<file path="config.mk">
export PLATFORM = sky130hd
export DESIGN_NAME = frame_check_and_sequence_tracker
export DESIGN_NICKNAME = d
export VERILOG_FILES = /design/src/fcst_pkg.sv /design/src/fcst_crc_unit.sv /design/src/fcst_seq_check.sv /design/src/frame_check_and_sequence_tracker.sv
export VERILOG_INCLUDE_DIRS = /design/src /design/src/src
export SDC_FILE = /design/constraint.sdc
export NUM_CORES = 1
export LEC_CHECK = 0
export BUFFER_PORTS_ARGS = -buffer_cell sky130_fd_sc_hd__buf_2
export CORE_MARGIN = 10
export CORE_UTILIZATION = 58
export CTS_BUF_LIST = sky130_fd_sc_hd__clkbuf_16
export CTS_CLUSTER_DIAMETER = 80
export DETAILED_ROUTE_END_ITERATION = 8
export HOLD_SLACK_MARGIN = 0.05
export PLACE_DENSITY = 0.81
export SETUP_SLACK_MARGIN = 0.3
export SLEW_MARGIN = 20
export SYNTH_ARGS = -nofsm -noshare
export SYNTH_HDL_FRONTEND = slang
export SYNTH_HIERARCHICAL = 1
export SYNTH_SLANG_ARGS = --single-unit
</file>
<file path="constraint.sdc">
create_clock -name aclk -period 7.1 [get_ports aclk]
set_input_delay 0.355 -clock aclk [delete_from_list [all_inputs] [get_ports aclk]]
set_output_delay 0.355 -clock aclk [all_outputs]
set_load 0.005 [all_outputs]
</file>
<file path="src/frame_check_and_sequence_tracker_defines.svh">
// assertion macros shared by the frame check and sequence tracker modules
// expects aclk and aresetn in the scope where a macro is used
`ifndef FRAME_CHECK_AND_SEQUENCE_TRACKER_DEFINES_SVH
`define FRAME_CHECK_AND_SEQUENCE_TRACKER_DEFINES_SVH

// same-cycle implication
`define FCST_ASSERT_IMPL(lbl, ante, cons, msg) \
    lbl: assert property (@(posedge aclk) disable iff (!aresetn) (ante) |-> (cons)) \
        else $error(msg);

// next-cycle implication
`define FCST_ASSERT_NEXT(lbl, ante, cons, msg) \
    lbl: assert property (@(posedge aclk) disable iff (!aresetn) (ante) |=> (cons)) \
        else $error(msg);

`endif

</file>
<file path="src/fcst_pkg.sv">
// types, constants and the crc byte update for the frame check and sequence tracker
// no dependencies
package fcst_pkg;

    localparam logic [31:0] CRC_INIT = 32'hFFFF_FFFF;
    localparam logic [31:0] CRC_POLY = 32'h04C1_1DB7;

    localparam logic [15:0] ROWS_RESET = 16'd200;

    localparam int CFG_IDX_W = 2;
    localparam int CFG_DATA_W = 32;
    localparam logic [CFG_IDX_W-1:0] CFG_IDX_MAGIC = 2'd0;
    localparam logic [CFG_IDX_W-1:0] CFG_IDX_VERSION = 2'd1;
    localparam logic [CFG_IDX_W-1:0] CFG_IDX_ROWS = 2'd2;

    localparam int S_TDATA_W = 136;
    localparam int M_TDATA_W = 40;

    typedef enum logic [2:0] {
        VERDICT_ACCEPT  = 3'd0,
        VERDICT_DUP     = 3'd1,
        VERDICT_MAGIC   = 3'd2,
        VERDICT_VERSION = 3'd3,
        VERDICT_SIZE    = 3'd4,
        VERDICT_CRC     = 3'd5
    } verdict_t;

    typedef struct packed {
        logic [7:0]  data_byte;
        logic        is_last;
        logic [31:0] hdr_magic;
        logic [15:0] hdr_version;
        logic [15:0] hdr_rows;
        logic [31:0] hdr_seq;
        logic [31:0] rx_crc;
    } item_t;

    typedef struct packed {
        verdict_t    verdict;
        logic        publish;
        logic [30:0] missed_frames;
        logic        seq_restart;
    } result_t;

    typedef struct packed {
        logic [31:0] magic;
        logic [15:0] version;
        logic [15:0] rows;
    } cfg_t;

    // msb-first crc-32 update over one byte
    function automatic logic [31:0] crc_byte(logic [31:0] crc, logic [7:0] b);
        logic [31:0] c;
        c = crc ^ {b, 24'h00_0000};
        for (int i = 0; i < 8; i++) begin
            c = c[31] ? ((c << 1) ^ CRC_POLY) : (c << 1);
        end
        return c;
    endfunction

endpackage

</file>
<file path="src/fcst_crc_unit.sv">
// running crc-32 register with a one-byte update per word
// depends on fcst_pkg and the assertion macro header
`include "frame_check_and_sequence_tracker_defines.svh"

module fcst_crc_unit (
    input  logic        aclk,
    input  logic        aresetn,
    input  logic        step,
    input  logic        is_last,
    input  logic [7:0]  data_byte,
    output logic [31:0] crc_calc
);

    logic [31:0] crc_reg;
    logic [31:0] crc_next;

    assign crc_calc = fcst_pkg::crc_byte(crc_reg, data_byte);

    always_comb begin
        crc_next = crc_reg;
        if (step) begin
            crc_next = is_last ? fcst_pkg::CRC_INIT : crc_calc;
        end
    end

    always_ff @(posedge aclk) begin
        if (!aresetn) begin
            crc_reg <= fcst_pkg::CRC_INIT;
        end else begin
            crc_reg <= crc_next;
        end
    end

    `FCST_ASSERT_NEXT(a_crc_restarts, step && is_last, crc_reg == fcst_pkg::CRC_INIT, "crc not reinitialized after frame")

endmodule

</file>
<file path="src/fcst_seq_check.sv">
// header and crc checks, then sequence tracking for frames that pass
// depends on fcst_pkg and the assertion macro header
`include "frame_check_and_sequence_tracker_defines.svh"

module fcst_seq_check (
    input  logic              aclk,
    input  logic              aresetn,
    input  logic              step_last,
    input  fcst_pkg::item_t   item,
    input  logic [31:0]       crc_calc,
    input  fcst_pkg::cfg_t    cfg,
    output fcst_pkg::result_t result
);

    logic [31:0] last_seq_reg;
    logic [31:0] last_seq_next;
    logic        have_seq_reg;
    logic        have_seq_next;
    logic [31:0] diff;

    assign diff = item.hdr_seq - last_seq_reg;

    always_comb begin
        result.verdict       = fcst_pkg::VERDICT_ACCEPT;
        result.missed_frames = '0;
        result.seq_restart   = 1'b0;
        last_seq_next        = last_seq_reg;
        have_seq_next        = have_seq_reg;
        if (item.hdr_magic != cfg.magic) begin
            result.verdict = fcst_pkg::VERDICT_MAGIC;
        end else if (item.hdr_version != cfg.version) begin
            result.verdict = fcst_pkg::VERDICT_VERSION;
        end else if (item.hdr_rows == 16'd0 || item.hdr_rows != cfg.rows) begin
            result.verdict = fcst_pkg::VERDICT_SIZE;
        end else if (crc_calc != item.rx_crc) begin
            result.verdict = fcst_pkg::VERDICT_CRC;
        end else if (!have_seq_reg) begin
            have_seq_next = 1'b1;
            last_seq_next = item.hdr_seq;
        end else if (diff == 32'd0) begin
            result.verdict = fcst_pkg::VERDICT_DUP;
        end else if (diff[31]) begin
            result.seq_restart = 1'b1;
            last_seq_next      = item.hdr_seq;
        end else begin
            result.missed_frames = diff[30:0] - 31'd1;
            last_seq_next        = item.hdr_seq;
        end
        result.publish = (result.verdict == fcst_pkg::VERDICT_ACCEPT);
    end

    always_ff @(posedge aclk) begin
        if (!aresetn) begin
            last_seq_reg <= '0;
            have_seq_reg <= 1'b0;
        end else if (step_last) begin
            last_seq_reg <= last_seq_next;
            have_seq_reg <= have_seq_next;
        end
    end

    `FCST_ASSERT_IMPL(a_gap_not_restart, step_last && result.seq_restart, result.missed_frames == 31'd0 && result.publish, "restart with missed count or unpublished")
    `FCST_ASSERT_NEXT(a_fail_keeps_seq, step_last && result.verdict != fcst_pkg::VERDICT_ACCEPT, $stable(last_seq_reg) && $stable(have_seq_reg), "rejected frame changed sequence state")

endmodule

</file>
<file path="src/frame_check_and_sequence_tracker.sv">
// top level: stream ports, configuration registers, input and result registers
// depends on fcst_pkg, fcst_crc_unit, fcst_seq_check and the assertion macro header
//
// usage
//   s_ channel: one word per covered frame byte; s_tlast marks the last byte, and the
//   header fields and received crc in s_tdata are read only on that word.
//   m_ channel: one word per frame, issued for the last byte only, carrying the
//   verdict, the publish flag, the missed frame count and the restart flag.
//   cfg_wr_en/cfg_index/cfg_data write expected magic (0), version (1), rows (2);
//   write only while no frame is in flight.
//   throughput: one word per cycle unless a last byte waits for the result register,
//   set by the combinational crc byte update and checks that sit between the input
//   register and the result register; a last byte passes both to reach m_tvalid.
//   when m_tready is low the result is held; non-last bytes keep flowing, and a
//   further last byte waits in the input register, dropping s_tready.
//   reset: crc back to all ones, no sequence seen, magic and version 0, rows 200,
//   both channels empty.
`include "frame_check_and_sequence_tracker_defines.svh"

module frame_check_and_sequence_tracker (
    input  logic                                aclk,
    input  logic                                aresetn,
    input  logic                                s_tvalid,
    output logic                                s_tready,
    // data_byte, hdr_magic, hdr_version, hdr_rows, hdr_seq, rx_crc
    input  logic [fcst_pkg::S_TDATA_W-1:0]      s_tdata,
    input  logic                                s_tlast,
    output logic                                m_tvalid,
    input  logic                                m_tready,
    // verdict, publish, missed_frames, seq_restart, zero pad
    output logic [fcst_pkg::M_TDATA_W-1:0]      m_tdata,
    input  logic                                cfg_wr_en,
    input  logic [fcst_pkg::CFG_IDX_W-1:0]      cfg_index,
    input  logic [fcst_pkg::CFG_DATA_W-1:0]     cfg_data
);

    fcst_pkg::cfg_t    cfg_reg;
    fcst_pkg::cfg_t    cfg_next;
    fcst_pkg::item_t   s1_item_reg;
    logic              s1_valid_reg;
    logic              s1_valid_next;
    fcst_pkg::result_t m_result_reg;
    logic              m_valid_reg;
    logic              m_valid_next;
    fcst_pkg::item_t   in_item;
    fcst_pkg::result_t result;
    logic [31:0]       crc_calc;
    logic              out_free;
    logic              s1_advance;
    logic              step_last;
    logic              s_accept;

    assign in_item.data_byte   = s_tdata[7:0];
    assign in_item.is_last     = s_tlast;
    assign in_item.hdr_magic   = s_tdata[39:8];
    assign in_item.hdr_version = s_tdata[55:40];
    assign in_item.hdr_rows    = s_tdata[71:56];
    assign in_item.hdr_seq     = s_tdata[103:72];
    assign in_item.rx_crc      = s_tdata[135:104];

    assign out_free   = !m_valid_reg || m_tready;
    assign s1_advance = s1_valid_reg && (!s1_item_reg.is_last || out_free);
    assign step_last  = s1_advance && s1_item_reg.is_last;
    assign s_tready   = !s1_valid_reg || s1_advance;
    assign s_accept   = s_tvalid && s_tready;

    always_comb begin
        cfg_next = cfg_reg;
        if (cfg_wr_en) begin
            case (cfg_index)
                fcst_pkg::CFG_IDX_MAGIC: begin
                    cfg_next.magic = cfg_data;
                end
                fcst_pkg::CFG_IDX_VERSION: begin
                    cfg_next.version = cfg_data[15:0];
                end
                fcst_pkg::CFG_IDX_ROWS: begin
                    cfg_next.rows = cfg_data[15:0];
                end
                default: begin
                    cfg_next = cfg_reg;
                end
            endcase
        end
    end

    always_comb begin
        s1_valid_next = s1_valid_reg;
        if (s_accept) begin
            s1_valid_next = 1'b1;
        end else if (s1_advance) begin
            s1_valid_next = 1'b0;
        end
        m_valid_next = m_valid_reg;
        if (step_last) begin
            m_valid_next = 1'b1;
        end else if (m_tready) begin
            m_valid_next = 1'b0;
        end
    end

    always_ff @(posedge aclk) begin
        if (!aresetn) begin
            cfg_reg.magic   <= '0;
            cfg_reg.version <= '0;
            cfg_reg.rows    <= fcst_pkg::ROWS_RESET;
            s1_valid_reg    <= 1'b0;
            m_valid_reg     <= 1'b0;
        end else begin
            cfg_reg      <= cfg_next;
            s1_valid_reg <= s1_valid_next;
            m_valid_reg  <= m_valid_next;
        end
    end

    always_ff @(posedge aclk) begin
        if (s_accept) begin
            s1_item_reg <= in_item;
        end
        if (step_last) begin
            m_result_reg <= result;
        end
    end

    fcst_crc_unit u_crc (
        .aclk      (aclk),
        .aresetn   (aresetn),
        .step      (s1_advance),
        .is_last   (s1_item_reg.is_last),
        .data_byte (s1_item_reg.data_byte),
        .crc_calc  (crc_calc)
    );

    fcst_seq_check u_check (
        .aclk      (aclk),
        .aresetn   (aresetn),
        .step_last (step_last),
        .item      (s1_item_reg),
        .crc_calc  (crc_calc),
        .cfg       (cfg_reg),
        .result    (result)
    );

    assign m_tvalid = m_valid_reg;
    assign m_tdata  = {4'h0, m_result_reg.seq_restart, m_result_reg.missed_frames,
                       m_result_reg.publish, m_result_reg.verdict};

    `FCST_ASSERT_NEXT(a_last_gives_result, step_last, m_valid_reg,
                      "last byte did not produce a result")

endmodule

</file>
Yosys cells after proc, flatten, opt, wreduce, memory -nomap -nowiden
Cells that the tools add are included.
- divide/modulo/power cells: 0
- bitwise gates (word level): 14
- equality and inequality tests: 7
- $add $sub $neg: 2
- order comparisons: 0
- $mul: 0
- mux-type cells: 22
- reduce and logical (&&, ||, !) cells: 23
- shift operators: 0
- operator list (operator ; number):
    $mux W27 ; 8
    $not A14 Y14 ; 8
    $mux W32 ; 3
    $ne A32 B32 Y1 ; 2
    $logic_not A32 Y1 ; 1
    $ne A16 B16 Y1 ; 2
    $sub A32 B32 Y32 ; 1
    $xor A32 B32 Y32 ; 1
    $sub A31 B1 Y31 const B ; 1
    $logic_not A16 Y1 ; 1
    $mux W3 ; 5
    $reduce_or A7 Y1 ; 1
    $mux W1 ; 6
    $reduce_and A2 Y1 ; 3
    $reduce_and A6 Y1 ; 1
    $reduce_or A6 Y1 ; 1
    $not A1 Y1 ; 5
    $reduce_and A5 Y1 ; 1
    $logic_or A1 B1 Y1 ; 4
    $reduce_bool A2 Y1 ; 2
    $logic_and A1 B1 Y1 ; 3
    $logic_not A1 Y1 ; 3
    $logic_not A3 Y1 ; 1
    $eq A2 B1 Y1 const B ; 1
    3 further kinds ; 3
- RAM bits: 0
- ROM bits: 0
- memories: 0
- bits in latches: 0
- input port bits: 176
- output and inout port bits: 42
- flip-flop bits (word level): 304

Logic depth before layout (Yosys ltp)
- depth after elaboration: 23
- depth in mapped cells: 15
- mapped depth without buffers: 14

Modules after synthesis
The synthesis kept the hierarchy.
- modules (own cells, without submodules) (module ; cells each ; times used ; area an instance (µm²)):
    frame_check_and_sequence_tracker ; 439 ; 1 ; 7820.0
    fcst_seq_check ; 746 ; 1 ; 5560.3
    fcst_crc_unit ; 161 ; 1 ; 1816.7

Least setup slack after synthesis
Ideal clock, no wire load.
- kind: register -> register
- start: register s1_item_reg[128] in the netlist's numbering
- end: register s1_item_reg[0] in the netlist's numbering, enable pin
- arrival time: 3739 ps
- setup time: 513 ps
- stages on the path, launching flop included: 3
- period minus slack after synthesis: 4252 ps
- setup slack: 2848 ps
- cell sequence: edfxtp_1 -> nand4b_1 -> and2_1
- word-level cells in the longest chain between the ends: 5
- RTL lines (element ; RTL line ; RTL):
    start: declaration ; frame_check_and_sequence_tracker.sv:39 ; fcst_pkg::item_t s1_item_reg;
    start signal: assignment ; frame_check_and_sequence_tracker.sv:118 ; s1_item_reg <= in_item;
    $logic_not A1 Y1 ; frame_check_and_sequence_tracker.sv:62 ; assign s1_advance = s1_valid_reg && (!s1_item_reg.is_last || out_free);
    $logic_or A1 B1 Y1 ; frame_check_and_sequence_tracker.sv:62 ;
    $logic_and A1 B1 Y1 ; frame_check_and_sequence_tracker.sv:62 ;
    $logic_or A1 B1 Y1 ; frame_check_and_sequence_tracker.sv:64 ; assign s_tready = !s1_valid_reg || s1_advance;
    named net s_tready ; frame_check_and_sequence_tracker.sv:24 ; output logic s_tready,
    $logic_and A1 B1 Y1 ; frame_check_and_sequence_tracker.sv:65 ; assign s_accept = s_tvalid && s_tready;
The timed path passes the listed nets, and every way through them passes these cells.
A chain may end at the register's enable or synchronous reset.

Worst setup path in the final report
- start: register s1_item_reg[36] in the netlist's numbering
- end: register m_result_reg (netlist bit m_tdata[28]), data pin
- word-level cells in the longest chain between the ends: 3
- elaborated cells between the ends (all ways): 4
- those cells by class: 2 x add/sub; 2 x reduce/logical
- RTL lines (element ; RTL line ; RTL):
    $sub A32 B32 Y32 (*) ; fcst_seq_check.sv:21 ; assign diff = item.hdr_seq - last_seq_reg;
    branches (longest 2 deep; another with $sub A31 B1 Y31) ; n/a ;
    end signal: assignment ; frame_check_and_sequence_tracker.sv:121 ; m_result_reg <= result;
    end: declaration ; frame_check_and_sequence_tracker.sv:42 ; fcst_pkg::result_t m_result_reg;
Every way passes the cells marked *.

==> flow_summary.ini <==
[run_status]
status = finished, final reports clean

[cts]
clk_latency_ps = 590
cts_sinks = 304
cts_resized = 0
cts.htree.levels = 1
cts_tree = built
path_clk_slew_ps = 60
numCtsBuffers = 30
cts_root_buf = clkbuf_16
clockBufferDepth = 3

[floorplan]
core-area_um2 = 25900
rows = 59
die-area_um2 = 33100
start_util_pct = 58.7
die_w_um = 182
die_h_um = 182
pin_count = 218

[timing]
fmax_ghz = 0.224
tns_ps = 0
fin_hold_ws_ps = 68.0
max_slew_margin_pct = 27.6
rsz0062_at_grt = false
finalMaxSlewViolations = 0
fin_skew_ps = 49.4
worst_pin_slew_ps = 1080
setup-violations-final = 0
fin_crit_sh_pct = 63.0
period_minus_slack_ps = 4470
finalHoldViolations = 0

[pwr]
leakage_uw = 0.00736
ir_drop_mv = 0.273
pwr_density_cell_nw_per_um2 = 232

[critical_path]
required_ps = 7370
r2r-start = s1_item_reg[36]$_DFFE_PP_
worst_ep_arrival_time_ps = 4750
setup.worst_path.start_class = flop
worstSetupPathType = flop to flop
timing.critical_path.from = s1_item_reg[36]$_DFFE_PP_
crit_fanout = 30
rrSetupSlack_ps = 2630
worst_setup_path_end_kind = flop

[routing]
vias = 12000
dr.pass1.iters = 5
ant_nets = 0
drt-initial-drc-count = 1038
drc_errors = 0
wl_um = 43800
avgViaCountPerCell = 5.80
wl_per_cell_um = 21.3

[min_path]
min-delay-path-class = primary input to flop
min_from = cfg_data[22]

[finish]
largest_reg_flops = 137
layout_commonest_cell = buf_2
fillers = 1677
area_growth_pct = 24.7
drive_above_1_share_pct = 18.4
final_nets = 1904
final_cell_mix = 212 x buf_2, 173 x edfxtp_1, 154 x nand2_1

[logic_synthesis]
syn_area_per_cell_um2 = 11.3
synth_edf_count = 173
yosysWarnings = 6
synthCells = 1346
yosysTopAreaCellShare_pct = 34.2
ys_ff_latch = 304
async_reset_ff_share_pct = 0
synth.distinct_cells = 84
syn_area_um2 = 15200
synth_largest_area_cell = edfxtp_1
synth.area.top_cells = edfxtp_1 34%, dfxtp_1 17%, mux2i_1 6.3%
seq_area_frac_synth_pct = 51.4
ys.flop_type = edfxtp_1

[placed_design]
finalWeightedCongestion = 0.916
io_buffers = 213
place_hpwl_um = 26800

[global_route]
grt_pass1_vias = 12500
grt_pass1_wl_um = 67900
grt_max_degree = 77
antenna_found_initial = 4
grt_usage_pct = 25.3
grt_overflow = 0

[run]
cap_violations = 0
-- synthesized netlist by cell type (all sizes together), types with 7 or more instances --
library cell	n
nand2	154
a21boi	10
nor2b	38
dfxtp	131
o22ai	14
inv	45
and2	10
mux2i	95
xor2	108
nor2	73
a21oi	48
clkbuf	28
a21o	8
ha	32
o211ai	7
o22a	18
o21ai	37
nand4	29
buf	30
nand3	10
edfxtp	173
a211oi	12
nor3	16
xnor2	100
or3	10
nor4	31
-- per-layer routing --
layer,share of wire (%),vias up,wire [µm],track usage [%]
met5,0,-,0,0
met4,3.9,0,1700,9.79
met3,7.4,117,3240,5.31
met2,51,556,22300,44.9
met1,38,5779,16500,29.2
li1,-,5504,-,-
-- area by class of cell --
type	instances	area, µm²	share of cell area, %
multi-input combinational	942	6890	36.4
inverter	45	169	0.892
tap	335	419	2.21
timing repair buffer	372	2650	14.0
clock inverter	26	238	1.25
sequential	304	7820	41.3
antenna	6	15.0	0.0792
clock buffer	30	751	3.96
-- through the flow --
| stage | utilization, % | cells | worst slack (ps) | area, µm² | total power, µW |
|---|---|---|---|---|---|
| floorplan | - | 1349 | 2850 | 15200 | 2520 |
| global placement | 63.3 | 1845 | 2710 | 16400 | 2690 |
| detailed placement | 63.3 | 1845 | 2680 | 16400 | 2710 |
| CTS | 73.1 | 2054 | 2630 | 18900 | 4340 |
| finish | 73.1 | 2060 | 2630 | 18900 | 4400 |
| global route | 73.1 | 2058 | 2340 | 18900 | 4550 |
-- logic make-up after synthesis --
family,count (synthesis),share of synthesized area (%)
compound gates,195,9.00
xor+xnor,208,13.3
fa+ha+maj,33,2.77
buf+inv,103,3.46
flops,304,51.4
mux,98,6.48
other cells,1,0.0247
simple gates,404,13.5
-- report_power, final --
| part | switching, µW | total (µW) | leakage, µW | internal (µW) |
|---|---|---|---|---|
| clock network | 699 | 1610 | 0.000525 | 913 |
| registers | 52.8 | 1990 | 0.00279 | 1940 |
| logic | 446 | 789 | 0.00405 | 344 |
-- worst max-delay path, cell delays in order (launching register included) --
cell and delay, ps:
edfxtp_1 390, ha_1 530, nand2_1 170, a21o_1 240
a211o_1 390, and3_1 220, o311ai_2 490, o21ai_0 230
or4_4 470, nor4b_4 280, a31o_2 640, nor2_1 130
-- path summary, 6_finish.rpt --
| path | end | cells past startpoint |
|---|---|---|
| worst min register to register | cfg_reg[61]$_SDFFE_PN0P_ | 2 |
| worst min-delay path | cfg_reg[54]$_SDFFE_PN0P_ | 3 |
| worst max-delay path | m_tdata[28]$_DFFE_PP_ | 11 |
| worst max register to register | m_tdata[28]$_DFFE_PP_ | 11 |
-- repair_timing --
item                      4_1_cts  5_1_grt
setup buffers                   0        0
hold endpoints to repair      153        0
hold buffers                  153        0
No activity file was read; power rests on OpenSTA's default activity.
